### src/trht_pkg.sv
// Package for the TLS record header tracker.
// Holds codes, config and result types shared by the tracker core and the top level.
// No dependencies.
package trht_pkg;

    localparam int unsigned HDR_LEN       = 5;
    localparam int unsigned CFG_IDX_W     = 8;
    localparam int unsigned CFG_DATA_W    = 17;
    localparam int unsigned LEN_W         = 17;
    localparam int unsigned PAYLOAD_W     = 16;
    localparam int unsigned COUNT_W       = 64;
    localparam int unsigned POS_W         = 3;
    localparam int unsigned S_TDATA_W     = 8;
    localparam int unsigned M_TDATA_W     = 96;
    localparam int unsigned M_TUSER_W     = 2;

    // register indexes on the config port
    localparam logic [CFG_IDX_W-1:0] CFG_VERSION_MAJOR = 8'd0;
    localparam logic [CFG_IDX_W-1:0] CFG_VERSION_MINOR = 8'd1;
    localparam logic [CFG_IDX_W-1:0] CFG_MAX_PAYLOAD   = 8'd2;
    localparam logic [CFG_IDX_W-1:0] CFG_MIN_RECORD    = 8'd3;

    localparam logic [7:0]       VERSION_RESET     = 8'd3;
    localparam logic [15:0]      MAX_PAYLOAD_RESET = 16'd16384;
    localparam logic [LEN_W-1:0] MIN_RECORD_RESET  = 17'd29;

    typedef enum logic [1:0] {
        KIND_HEADER  = 2'd0,
        KIND_BODY    = 2'd1,
        KIND_DISCARD = 2'd2
    } byte_kind_t;

    typedef enum logic [1:0] {
        STATUS_OK        = 2'd0,
        STATUS_BAD_VER   = 2'd1,
        STATUS_TOO_LONG  = 2'd2,
        STATUS_TOO_SHORT = 2'd3
    } hdr_status_t;

    typedef struct packed {
        logic [7:0]           version_major;
        logic [7:0]           version_minor;
        logic [PAYLOAD_W-1:0] max_payload;
        logic [LEN_W-1:0]     min_record;
    } cfg_t;

    // result of one stream byte
    typedef struct packed {
        byte_kind_t           byte_kind;
        logic                 header_complete;
        hdr_status_t          header_status;
        logic [7:0]           content_type;
        logic [LEN_W-1:0]     record_length;
        logic [COUNT_W-1:0]   record_number;
    } result_t;

endpackage

### src/tls_record_header_tracker.sv
// Top level of the TLS record header tracker: config registers, core and output skid.
// Depends on trht_pkg, trht_tracker and trht_skid.
//
//  channel | direction | handshake          | payload
//  --------+-----------+--------------------+------------------------------------------
//  s_      | in        | s_tvalid/s_tready  | one stream byte, realign flag in s_tuser
//  m_      | out       | m_tvalid/m_tready  | one result per byte, byte kind in m_tuser
//  cfg_    | in        | cfg_wr_en          | register index and write data, no read
//
// One byte is taken every cycle while s_tready is high; its result, from a single pass
// of framing logic, is registered in the output register, or in the skid stage while
// the output is held. Reset (aresetn low, synchronous) restores the default config and
// clears all framing state. When m_tready drops, one extra result lands in the skid
// stage and s_tready falls the next cycle; it rises again once the skid drains.
module tls_record_header_tracker
    import trht_pkg::*;
(
    input  logic                  aclk,
    input  logic                  aresetn,

    input  logic                  s_tvalid,
    output logic                  s_tready,
    input  logic [S_TDATA_W-1:0]  s_tdata,   // [7:0] data_byte
    input  logic                  s_tuser,   // [0] realign

    output logic                  m_tvalid,
    input  logic                  m_tready,
    // [0] header_complete, [2:1] header_status, [10:3] content_type,
    // [27:11] record_length, [91:28] record_number, [95:92] zero
    output logic [M_TDATA_W-1:0]  m_tdata,
    output logic [M_TUSER_W-1:0]  m_tuser,   // [1:0] byte_kind

    input  logic                  cfg_wr_en,
    input  logic [CFG_IDX_W-1:0]  cfg_index,
    input  logic [CFG_DATA_W-1:0] cfg_wdata
);

    cfg_t    cfg_reg;
    logic    s_ready;
    logic    accept;
    result_t core_result;
    result_t out_result;

    // Config writes; an index past the last register is dropped.
    always_ff @(posedge aclk) begin
        if (!aresetn) begin
            cfg_reg.version_major <= VERSION_RESET;
            cfg_reg.version_minor <= VERSION_RESET;
            cfg_reg.max_payload   <= MAX_PAYLOAD_RESET;
            cfg_reg.min_record    <= MIN_RECORD_RESET;
        end else if (cfg_wr_en) begin
            case (cfg_index)
                CFG_VERSION_MAJOR: cfg_reg.version_major <= cfg_wdata[7:0];
                CFG_VERSION_MINOR: cfg_reg.version_minor <= cfg_wdata[7:0];
                CFG_MAX_PAYLOAD:   cfg_reg.max_payload   <= cfg_wdata[PAYLOAD_W-1:0];
                CFG_MIN_RECORD:    cfg_reg.min_record    <= cfg_wdata[LEN_W-1:0];
                default: ;
            endcase
        end
    end

    assign s_tready = s_ready;
    assign accept   = s_tvalid && s_ready;

    // framing state advances on each accepted request
    trht_tracker u_tracker (
        .aclk      (aclk),
        .aresetn   (aresetn),
        .accept    (accept),
        .data_byte (s_tdata[7:0]),
        .realign   (s_tuser),
        .cfg       (cfg_reg),
        .result    (core_result)
    );

    trht_skid u_skid (
        .aclk      (aclk),
        .aresetn   (aresetn),
        .in_valid  (s_tvalid),
        .in_ready  (s_ready),
        .in_data   (core_result),
        .out_valid (m_tvalid),
        .out_ready (m_tready),
        .out_data  (out_result)
    );

    assign m_tuser = out_result.byte_kind;
    assign m_tdata = {4'b0000,
                      out_result.record_number,
                      out_result.record_length,
                      out_result.content_type,
                      out_result.header_status,
                      out_result.header_complete};

endmodule

### src/trht_tracker.sv
// Record framing core: header capture, header checks, body skip and record count.
// Computes one result per accepted byte in a single pass. Depends on trht_pkg.
module trht_tracker
    import trht_pkg::*;
(
    input  logic       aclk,
    input  logic       aresetn,
    input  logic       accept,
    input  logic [7:0] data_byte,
    input  logic       realign,
    input  cfg_t       cfg,
    output result_t    result
);

    logic [POS_W-1:0]     pos_reg, pos_next;
    logic [7:0]           store_reg [4];
    logic [7:0]           store_next [4];
    logic [PAYLOAD_W-1:0] remain_reg, remain_next;
    logic                 in_body_reg, in_body_next;
    logic                 halted_reg, halted_next;
    logic [COUNT_W-1:0]   seen_reg, seen_next;

    // state as seen after a realign on this byte
    logic [POS_W-1:0]     pos_eff;
    logic [PAYLOAD_W-1:0] remain_eff;
    logic                 in_body_eff;
    logic                 halted_eff;

    logic [PAYLOAD_W-1:0] payload;
    logic [LEN_W-1:0]     length;
    hdr_status_t          status;

    assign pos_eff     = realign ? '0 : pos_reg;
    assign remain_eff  = realign ? '0 : remain_reg;
    assign in_body_eff = realign ? 1'b0 : in_body_reg;
    assign halted_eff  = realign ? 1'b0 : halted_reg;

    assign payload = {store_reg[3], data_byte};
    assign length  = {1'b0, payload} + LEN_W'(HDR_LEN);

    // bad version wins, then too long, then too short
    always_comb begin
        if (store_reg[1] != cfg.version_major || store_reg[2] != cfg.version_minor) begin
            status = STATUS_BAD_VER;
        end else if (payload > cfg.max_payload) begin
            status = STATUS_TOO_LONG;
        end else if (length < cfg.min_record) begin
            status = STATUS_TOO_SHORT;
        end else begin
            status = STATUS_OK;
        end
    end

    always_comb begin
        pos_next     = pos_eff;
        remain_next  = remain_eff;
        in_body_next = in_body_eff;
        halted_next  = halted_eff;
        seen_next    = seen_reg;
        for (int i = 0; i < 4; i++) begin
            store_next[i] = store_reg[i];
        end
        result.byte_kind       = KIND_HEADER;
        result.header_complete = 1'b0;
        result.header_status   = STATUS_OK;
        result.record_length   = '0;

        if (halted_eff) begin
            result.byte_kind = KIND_DISCARD;
        end else if (in_body_eff) begin
            result.byte_kind = KIND_BODY;
            remain_next      = remain_eff - PAYLOAD_W'(1);
            in_body_next     = (remain_next != '0);
        end else if (!pos_eff[2]) begin
            store_next[pos_eff[1:0]] = data_byte;
            pos_next                 = pos_eff + POS_W'(1);
        end else begin
            // fifth header byte (or a stray position): run the checks
            result.header_complete = 1'b1;
            result.header_status   = status;
            result.record_length   = length;
            pos_next               = '0;
            if (status == STATUS_OK) begin
                seen_next    = seen_reg + COUNT_W'(1);
                remain_next  = payload;
                in_body_next = (payload != '0);
            end else begin
                halted_next = 1'b1;
            end
        end

        result.content_type  = store_next[0];
        result.record_number = seen_next;
    end

    always_ff @(posedge aclk) begin
        if (!aresetn) begin
            pos_reg     <= '0;
            remain_reg  <= '0;
            in_body_reg <= 1'b0;
            halted_reg  <= 1'b0;
            seen_reg    <= '0;
            for (int i = 0; i < 4; i++) begin
                store_reg[i] <= '0;
            end
        end else if (accept) begin
            pos_reg     <= pos_next;
            remain_reg  <= remain_next;
            in_body_reg <= in_body_next;
            halted_reg  <= halted_next;
            seen_reg    <= seen_next;
            for (int i = 0; i < 4; i++) begin
                store_reg[i] <= store_next[i];
            end
        end
    end

endmodule

### src/trht_skid.sv
// Result register with a skid stage, so input ready never waits on m_tready.
// Depends on trht_pkg for the result type.
module trht_skid
    import trht_pkg::*;
(
    input  logic    aclk,
    input  logic    aresetn,
    input  logic    in_valid,
    output logic    in_ready,
    input  result_t in_data,
    output logic    out_valid,
    input  logic    out_ready,
    output result_t out_data
);

    logic    out_valid_reg, out_valid_next;
    logic    skid_valid_reg, skid_valid_next;
    result_t out_data_reg, out_data_next;
    result_t skid_data_reg, skid_data_next;
    logic    push;

    assign in_ready  = !skid_valid_reg;
    assign push      = in_valid && in_ready;
    assign out_valid = out_valid_reg;
    assign out_data  = out_data_reg;

    always_comb begin
        out_valid_next  = out_valid_reg;
        skid_valid_next = skid_valid_reg;
        out_data_next   = out_data_reg;
        skid_data_next  = skid_data_reg;
        if (!out_valid_reg || out_ready) begin
            if (skid_valid_reg) begin
                out_data_next   = skid_data_reg;
                out_valid_next  = 1'b1;
                skid_valid_next = 1'b0;
            end else begin
                out_data_next  = in_data;
                out_valid_next = push;
            end
        end else if (push) begin
            skid_data_next  = in_data;
            skid_valid_next = 1'b1;
        end
    end

    always_ff @(posedge aclk) begin
        if (!aresetn) begin
            out_valid_reg  <= 1'b0;
            skid_valid_reg <= 1'b0;
        end else begin
            out_valid_reg  <= out_valid_next;
            skid_valid_reg <= skid_valid_next;
        end
    end

    always_ff @(posedge aclk) begin
        out_data_reg  <= out_data_next;
        skid_data_reg <= skid_data_next;
    end

endmodule

### config.mk
export PLATFORM = sky130hd
export DESIGN_NAME = tls_record_header_tracker
export DESIGN_NICKNAME = d
export VERILOG_FILES = /design/src/trht_pkg.sv /design/src/tls_record_header_tracker.sv /design/src/trht_tracker.sv /design/src/trht_skid.sv
export SDC_FILE = /design/constraint.sdc
export NUM_CORES = 1
export LEC_CHECK = 0
export BUFFER_PORTS_ARGS = -buffer_cell sky130_fd_sc_hd__buf_2
export CAP_MARGIN = 10
export CORE_ASPECT_RATIO = 0.75
export CORE_MARGIN = 8
export CORE_UTILIZATION = 40
export CTS_BUF_LIST = sky130_fd_sc_hd__clkbuf_2
export DETAILED_ROUTE_END_ITERATION = 12
export GPL_TIMING_DRIVEN = 0
export HOLD_SLACK_MARGIN = 0.06
export SLEW_MARGIN = 25
export SYNTH_ARGS = -nofsm -noshare
export SYNTH_HDL_FRONTEND = slang
export SYNTH_SLANG_ARGS = --single-unit
### constraint.sdc
create_clock -name aclk -period 7.3 [get_ports aclk]
set_clock_uncertainty 0.2 [all_clocks]
set_input_delay 0.73 -clock aclk [delete_from_list [all_inputs] [get_ports aclk]]
set_output_delay 0.73 -clock aclk [all_outputs]
set_load 0.01 [all_outputs]
* Word-level counts from Yosys, hierarchy flattened
Memories as Yosys holds them, arrays and structs flattened.
Cells that the tools add are included.
** Storage, ports and cells
- Input bits :: 39
- Output and inout port bits :: 100
- Memories kept :: 1
- Bits in writable memories :: 32
- Flip-flop bits (word level) :: 324
** Memories
- u_tracker.store_reg :: depth 4, bits a word 8, read ports 4, clocked after memory_dff 0, wr ports 4, line trht_tracker.sv:16 : logic [7:0] store_reg [4];
** Operators by class
- Order comparisons :: 4
- Reductions and logical operators :: 16
- Add/sub/neg operators :: 4
- Bitwise operators :: 7
- Equality and inequality tests :: 5
- Mux-type cells :: 50
** Operator list (number)
- two-way mux 64 bit :: 4
- two-way mux 32 bit :: 3
- two-way mux 94 bit :: 1
- two-way mux 16 bit :: 5
- adder 64 x 1 -> 64 bit, second input constant :: 1
- two-way mux 17 bit :: 3
- two-way mux 8 bit :: 5
- bitwise mux 32 bit :: 1
- nonzero test 16 bit :: 2
- two-way mux 3 bit :: 7
- adder 16 x 3 -> 17 bit, second input constant :: 1
- less-than comparator 17 bit :: 1
- demux 8 bit (select 2 bit) :: 1
- equality test 8 x 2 -> 1 bit, second input constant :: 2
- > comparator 16 bit :: 1
- two-way mux 1 bit :: 16
- != test 8 bit :: 2
- subtractor 16 x 1 -> 16 bit, second input constant :: 1
- AND reduction 2 bit :: 5
- equality test 8 x 1 -> 1 bit, second input constant :: 1
- zero test 8 bit :: 1
- two-way mux 2 bit :: 4
- bitwise OR 1 bit :: 4
- adder 3 x 1 -> 3 bit, second input constant :: 1
- other kinds (9) :: 13

* Longest topological paths before layout
An unclocked memory read counts as a cell.
- Word-level depth :: 12
- Gate-level depth with buffers :: 18

* Hierarchy
A second synthesis with hierarchy kept.
** Second synthesis, totals
- Cell total of the unflattened synthesis :: 1662
- Area, all modules :: 18202.5 um^2
** By module, submodules not included
- trht_tracker :: area an instance 9243.9 um^2, instances 1, cells an instance 1165
- trht_skid :: area an instance 6976.7 um^2, instances 1, cells an instance 301
- tls_record_header_tracker :: area an instance 1981.9 um^2, instances 1, cells an instance 196

* Least setup slack after synthesis
OpenSTA, ideal clock, no wires.
- Kind :: in2reg
- From :: in m_tready
- To :: reg u_skid.skid_data_reg[0] (netlist bit) (enable)
- Buffers on the path :: 0
- Stages :: 2
- Data required time :: 6.552 ns
- Setup slack :: -0.626 ns
- Data arrival time :: 7.178 ns
- Setup time :: 0.548 ns
- Path through :: nand2b_1 > nor2_1
** On the way
- Word-level cells in the longest chain between the ends :: 3
** Ends and longest elaborated chain
- start: declaration :: line tls_record_header_tracker.sv:27 : input logic m_tready,
- logical OR 1 bit :: line trht_skid.sv:32 : if (!out_valid_reg || out_ready) begin
- NOT 1 bit (no line)
- AND reduction 2 bit (no line)
- end signal: assignment :: line trht_skid.sv:59 : skid_data_reg <= skid_data_next;
- end: declaration :: line trht_skid.sv:19 : result_t skid_data_reg, skid_data_next;
No other way between the ends.
A chain may end at the register's enable or synchronous reset.

==> metrics <==
fraction of post-synthesis cell area in the top cell type by area=0.372; number of global-route vias before repair=13600; clock tree from TritonCTS=yes; cell taking the most area after synthesis=edfxtp_1; post-synthesis register bit count=356; count of final hold-check violations=0; Max Cap Violations=0; clock-pin slew of the registers on the worst-case setup and hold paths=90 ps; root buffer cell=clkbuf_2; Die H=198 um; number of clock buffers inserted by TritonCTS=91; sequential area share after synthesis=0.526; number of buffers on the longest clock path=3; Pwr per Cell Area=199 mW/mm2; htree depth=3; final net count=1971; worst hold start=cfg_index[5]; most used flip-flop cell after synthesis=edfxtp_1; Final Max Tran Viols=0; GP Congestion=0.915; clock sink count=356; DRT antenna net count=0; leakage power of the design=8.15 nW; Yosys warnings=0; GRT Resource Usage Total=0.197; hold path cells=6; I/O pin total=139; DIE AREA=0.0514 mm2; cell with the largest stage delay on the worst path=dlygate4sd3_1; count of different cell masters after synthesis=74; netlist area before placement=0.0177 mm2; terminus of the critical flop-to-flop path=u_skid.out_data[44]; Worst Tran Pin Value=926 ps; Util after Layout=0.462; 1st-iter DRT viols=1271; endpoint arrival time on the critical path=5780 ps; crit path setup slack, layout=2120 ps; number of non-filler instances in the completed layout=2563; number of cells on the worst reg-to-reg path=16; Synth-to-Final Area Change=15.3%; final critical path time including I/O delays and setup=5180 ps; number of instances in the synthesized netlist=1631; Hold-fix buffers, CTS=25; unrepaired setup endpoints after global routing=false; final setup vio count=0; leading post-synthesis cells by cell area=edfxtp_1 (37%), dfxtp_1 (15%), mux2_2 (6.0%); global route total overflow=0; Slew headroom=0.383; Worst Path Class, Setup=primary input to flip-flop; most common cell in the synthesized netlist=edfxtp_1; clock latency on the worst-skew pair=1080 ps; Port Buffer Count=134; Async S/R FF share, synth=0; WL final=51600 um; setup slack of the worst register-to-register path=2230 ps; setup repair bufs after CTS=0; number of antenna violations at the first check in global routing=2; Placeable Area=0.0443 mm2; most frequent cells after synthesis=edfxtp_1 (220), nor2_1 (141), dfxtp_1 (136), nand2_1 (124), mux2_2 (94); total number of vias=13900; detailed-route DRC error count=0; number of cells upsized or downsized after cts=0; maximum single-stage delay on the critical path=520 ps; maximum achievable frequency=0.193 GHz; Die X-Extent=259 um; maximum number of pins on one net before global-route repair=51; wire length of the first global-routing pass=79300 um; Reg-to-Reg Start=u_tracker.store_reg[3][0]; period utilization=0.710; Levels on crit path=19; CP required=7900 ps; routed len/inst=20.1 um; path type of the worst min-delay path=primary input to flip-flop; Mean Syn Cell Area=10.9 um2; via density per instance=5.41; cell breakdown of the critical path=dlygate4sd3_1 > buf_2 > clkbuf_1 > a21oi_1 > or3_1 > nor2_1 > nand4_1 > xor2_1 > inv_1 > ha_1 > nand4_1 > a21oi_1 > o21ai_1 > a211oi_2 > buf_2 > buf_2 > nand4_1 > xnor2_1 > mux2_2; element type at the critical path end=flip-flop; cell class contributing the biggest share of worst-path delay=buffers and inverters; element type at the critical path start=primary input; effective utilization at floorplan=0.401; Placement Setup Slack=1420 ps; result of the run=finished, final reports clean; length of the first detailed-routing pass in iterations=7; number of rows in the core area=67; number of enable flip-flop cells after synthesis=220; placed wire-length estimate after detailed placement=36100 um; highest fanout seen on the critical path=10; share of post-route cells with drive strength above 1=0.221; number of fillers in the final layout=4198; source of the critical timing path=s_tdata[0]; sum of buffers and inverters on the critical path=6; worst IR drop on VDD=0.0822 mV; dpl cells=2359; end point of the critical path=u_skid.out_data[44]; Hold Worst Slack=210 ps
==> worst min-delay path by stage <==
stage                           end  slack [ps]
2_1_floorplan            cfg_reg[0]         240
3_3_place_gp   u_tracker.pos_reg[1]         260
3_5_place_dp            cfg_reg[31]         270
4_1_cts                 cfg_reg[42]         110
5_1_grt                 cfg_reg[42]         130
6_report                cfg_reg[48]         210
==> kinds of logic after synthesis <==
kind of cell             after synthesis  synth area share
XOR/XNOR                             121            0.0601
buffers and inverters                153            0.0356
AND/OR/NAND/NOR                      605             0.180
multiplexers                         188             0.113
other                                  1          0.000211
AO/OA/AOI/OAI                        166            0.0572
adder cells (fa/ha/maj)               41            0.0289
flip-flops                           356             0.526
==> layer usage <==
metal  wire (um)  global-route usage  up-vias
li1            -                   -     6479
met1       25100               0.294     6763
met2       21200               0.277      536
met3        4150              0.0472       96
met4        1110              0.0625        0
met5           0                   0        -
==> metrics by stage <==
stage               area (um2)  TNS, ps  total power, mW
floorplan                17800        0             2.50
global placement         19200  -210910             2.66
detailed placement       19300        0             2.67
CTS                      20400        0             4.11
global route             20500        0             4.25
finish                   20500        0             4.07
==> cell usage in the layout (no fill, tap or decap), types with 5 or more instances in the layout <==
cell type	Yosys	routed
a21o_1	5	5
a21oi_1	57	57
a31oi_1	6	6
and2_1	23	23
and3_1	24	24
and4_1	12	12
buf_1	7	7
buf_16	0	5
buf_2	15	149
buf_4	6	6
clkbuf_1	71	71
clkbuf_2	1	149
clkinv_1	1	18
dfxtp_1	136	136
diode_2	0	8
dlygate4sd3_1	0	25
edfxtp_1	220	220
ha_1	41	41
inv_1	48	48
inv_2	2	5
mux2_2	94	94
mux2i_1	93	93
nand2_1	124	123
nand2b_1	19	18
nand3_1	80	80
nand4_1	52	52
nor2_1	141	140
nor2b_1	12	12
nor3_1	28	28
nor4_1	22	22
nor4_2	6	6
o211ai_1	8	8
o21a_1	6	6
o21ai_0	47	47
o311a_1	7	7
or3_1	26	26
or4_1	13	13
xnor2_1	89	89
xor2_1	31	31
==> cell type report <==
cell class / instances / area (um2) / area share
antenna: 8 / 20.0 / 0.000978
buffer: 102 / 440 / 0.0215
clock buffer: 148 / 741 / 0.0362
clock inverter: 23 / 118 / 0.00575
inverter: 51 / 191 / 0.00936
multi-input combinational: 1125 / 7830 / 0.383
sequential: 356 / 9330 / 0.456
tap: 586 / 733 / 0.0358
timing repair buffer: 164 / 1060 / 0.0517
==> power by group <==
part / leakage (nW) / total, mW / switching, mW / internal, mW
Combinational: 4.21 / 0.411 / 0.272 / 0.139
Sequential: 3.26 / 2.23 / 0.0312 / 2.20
Clock: 0.672 / 1.43 / 0.859 / 0.567
Total: 8.15 / 4.07 / 1.16 / 2.90
==> tightest hold or removal path, cell delays in order <==
cell	delay (ps)
buf_2	80
nor4_1	60
nor3b_1	130
buf_2	210
mux2i_1	150
nor2_1	80
Note: power is estimated with default switching activity, not from simulation.
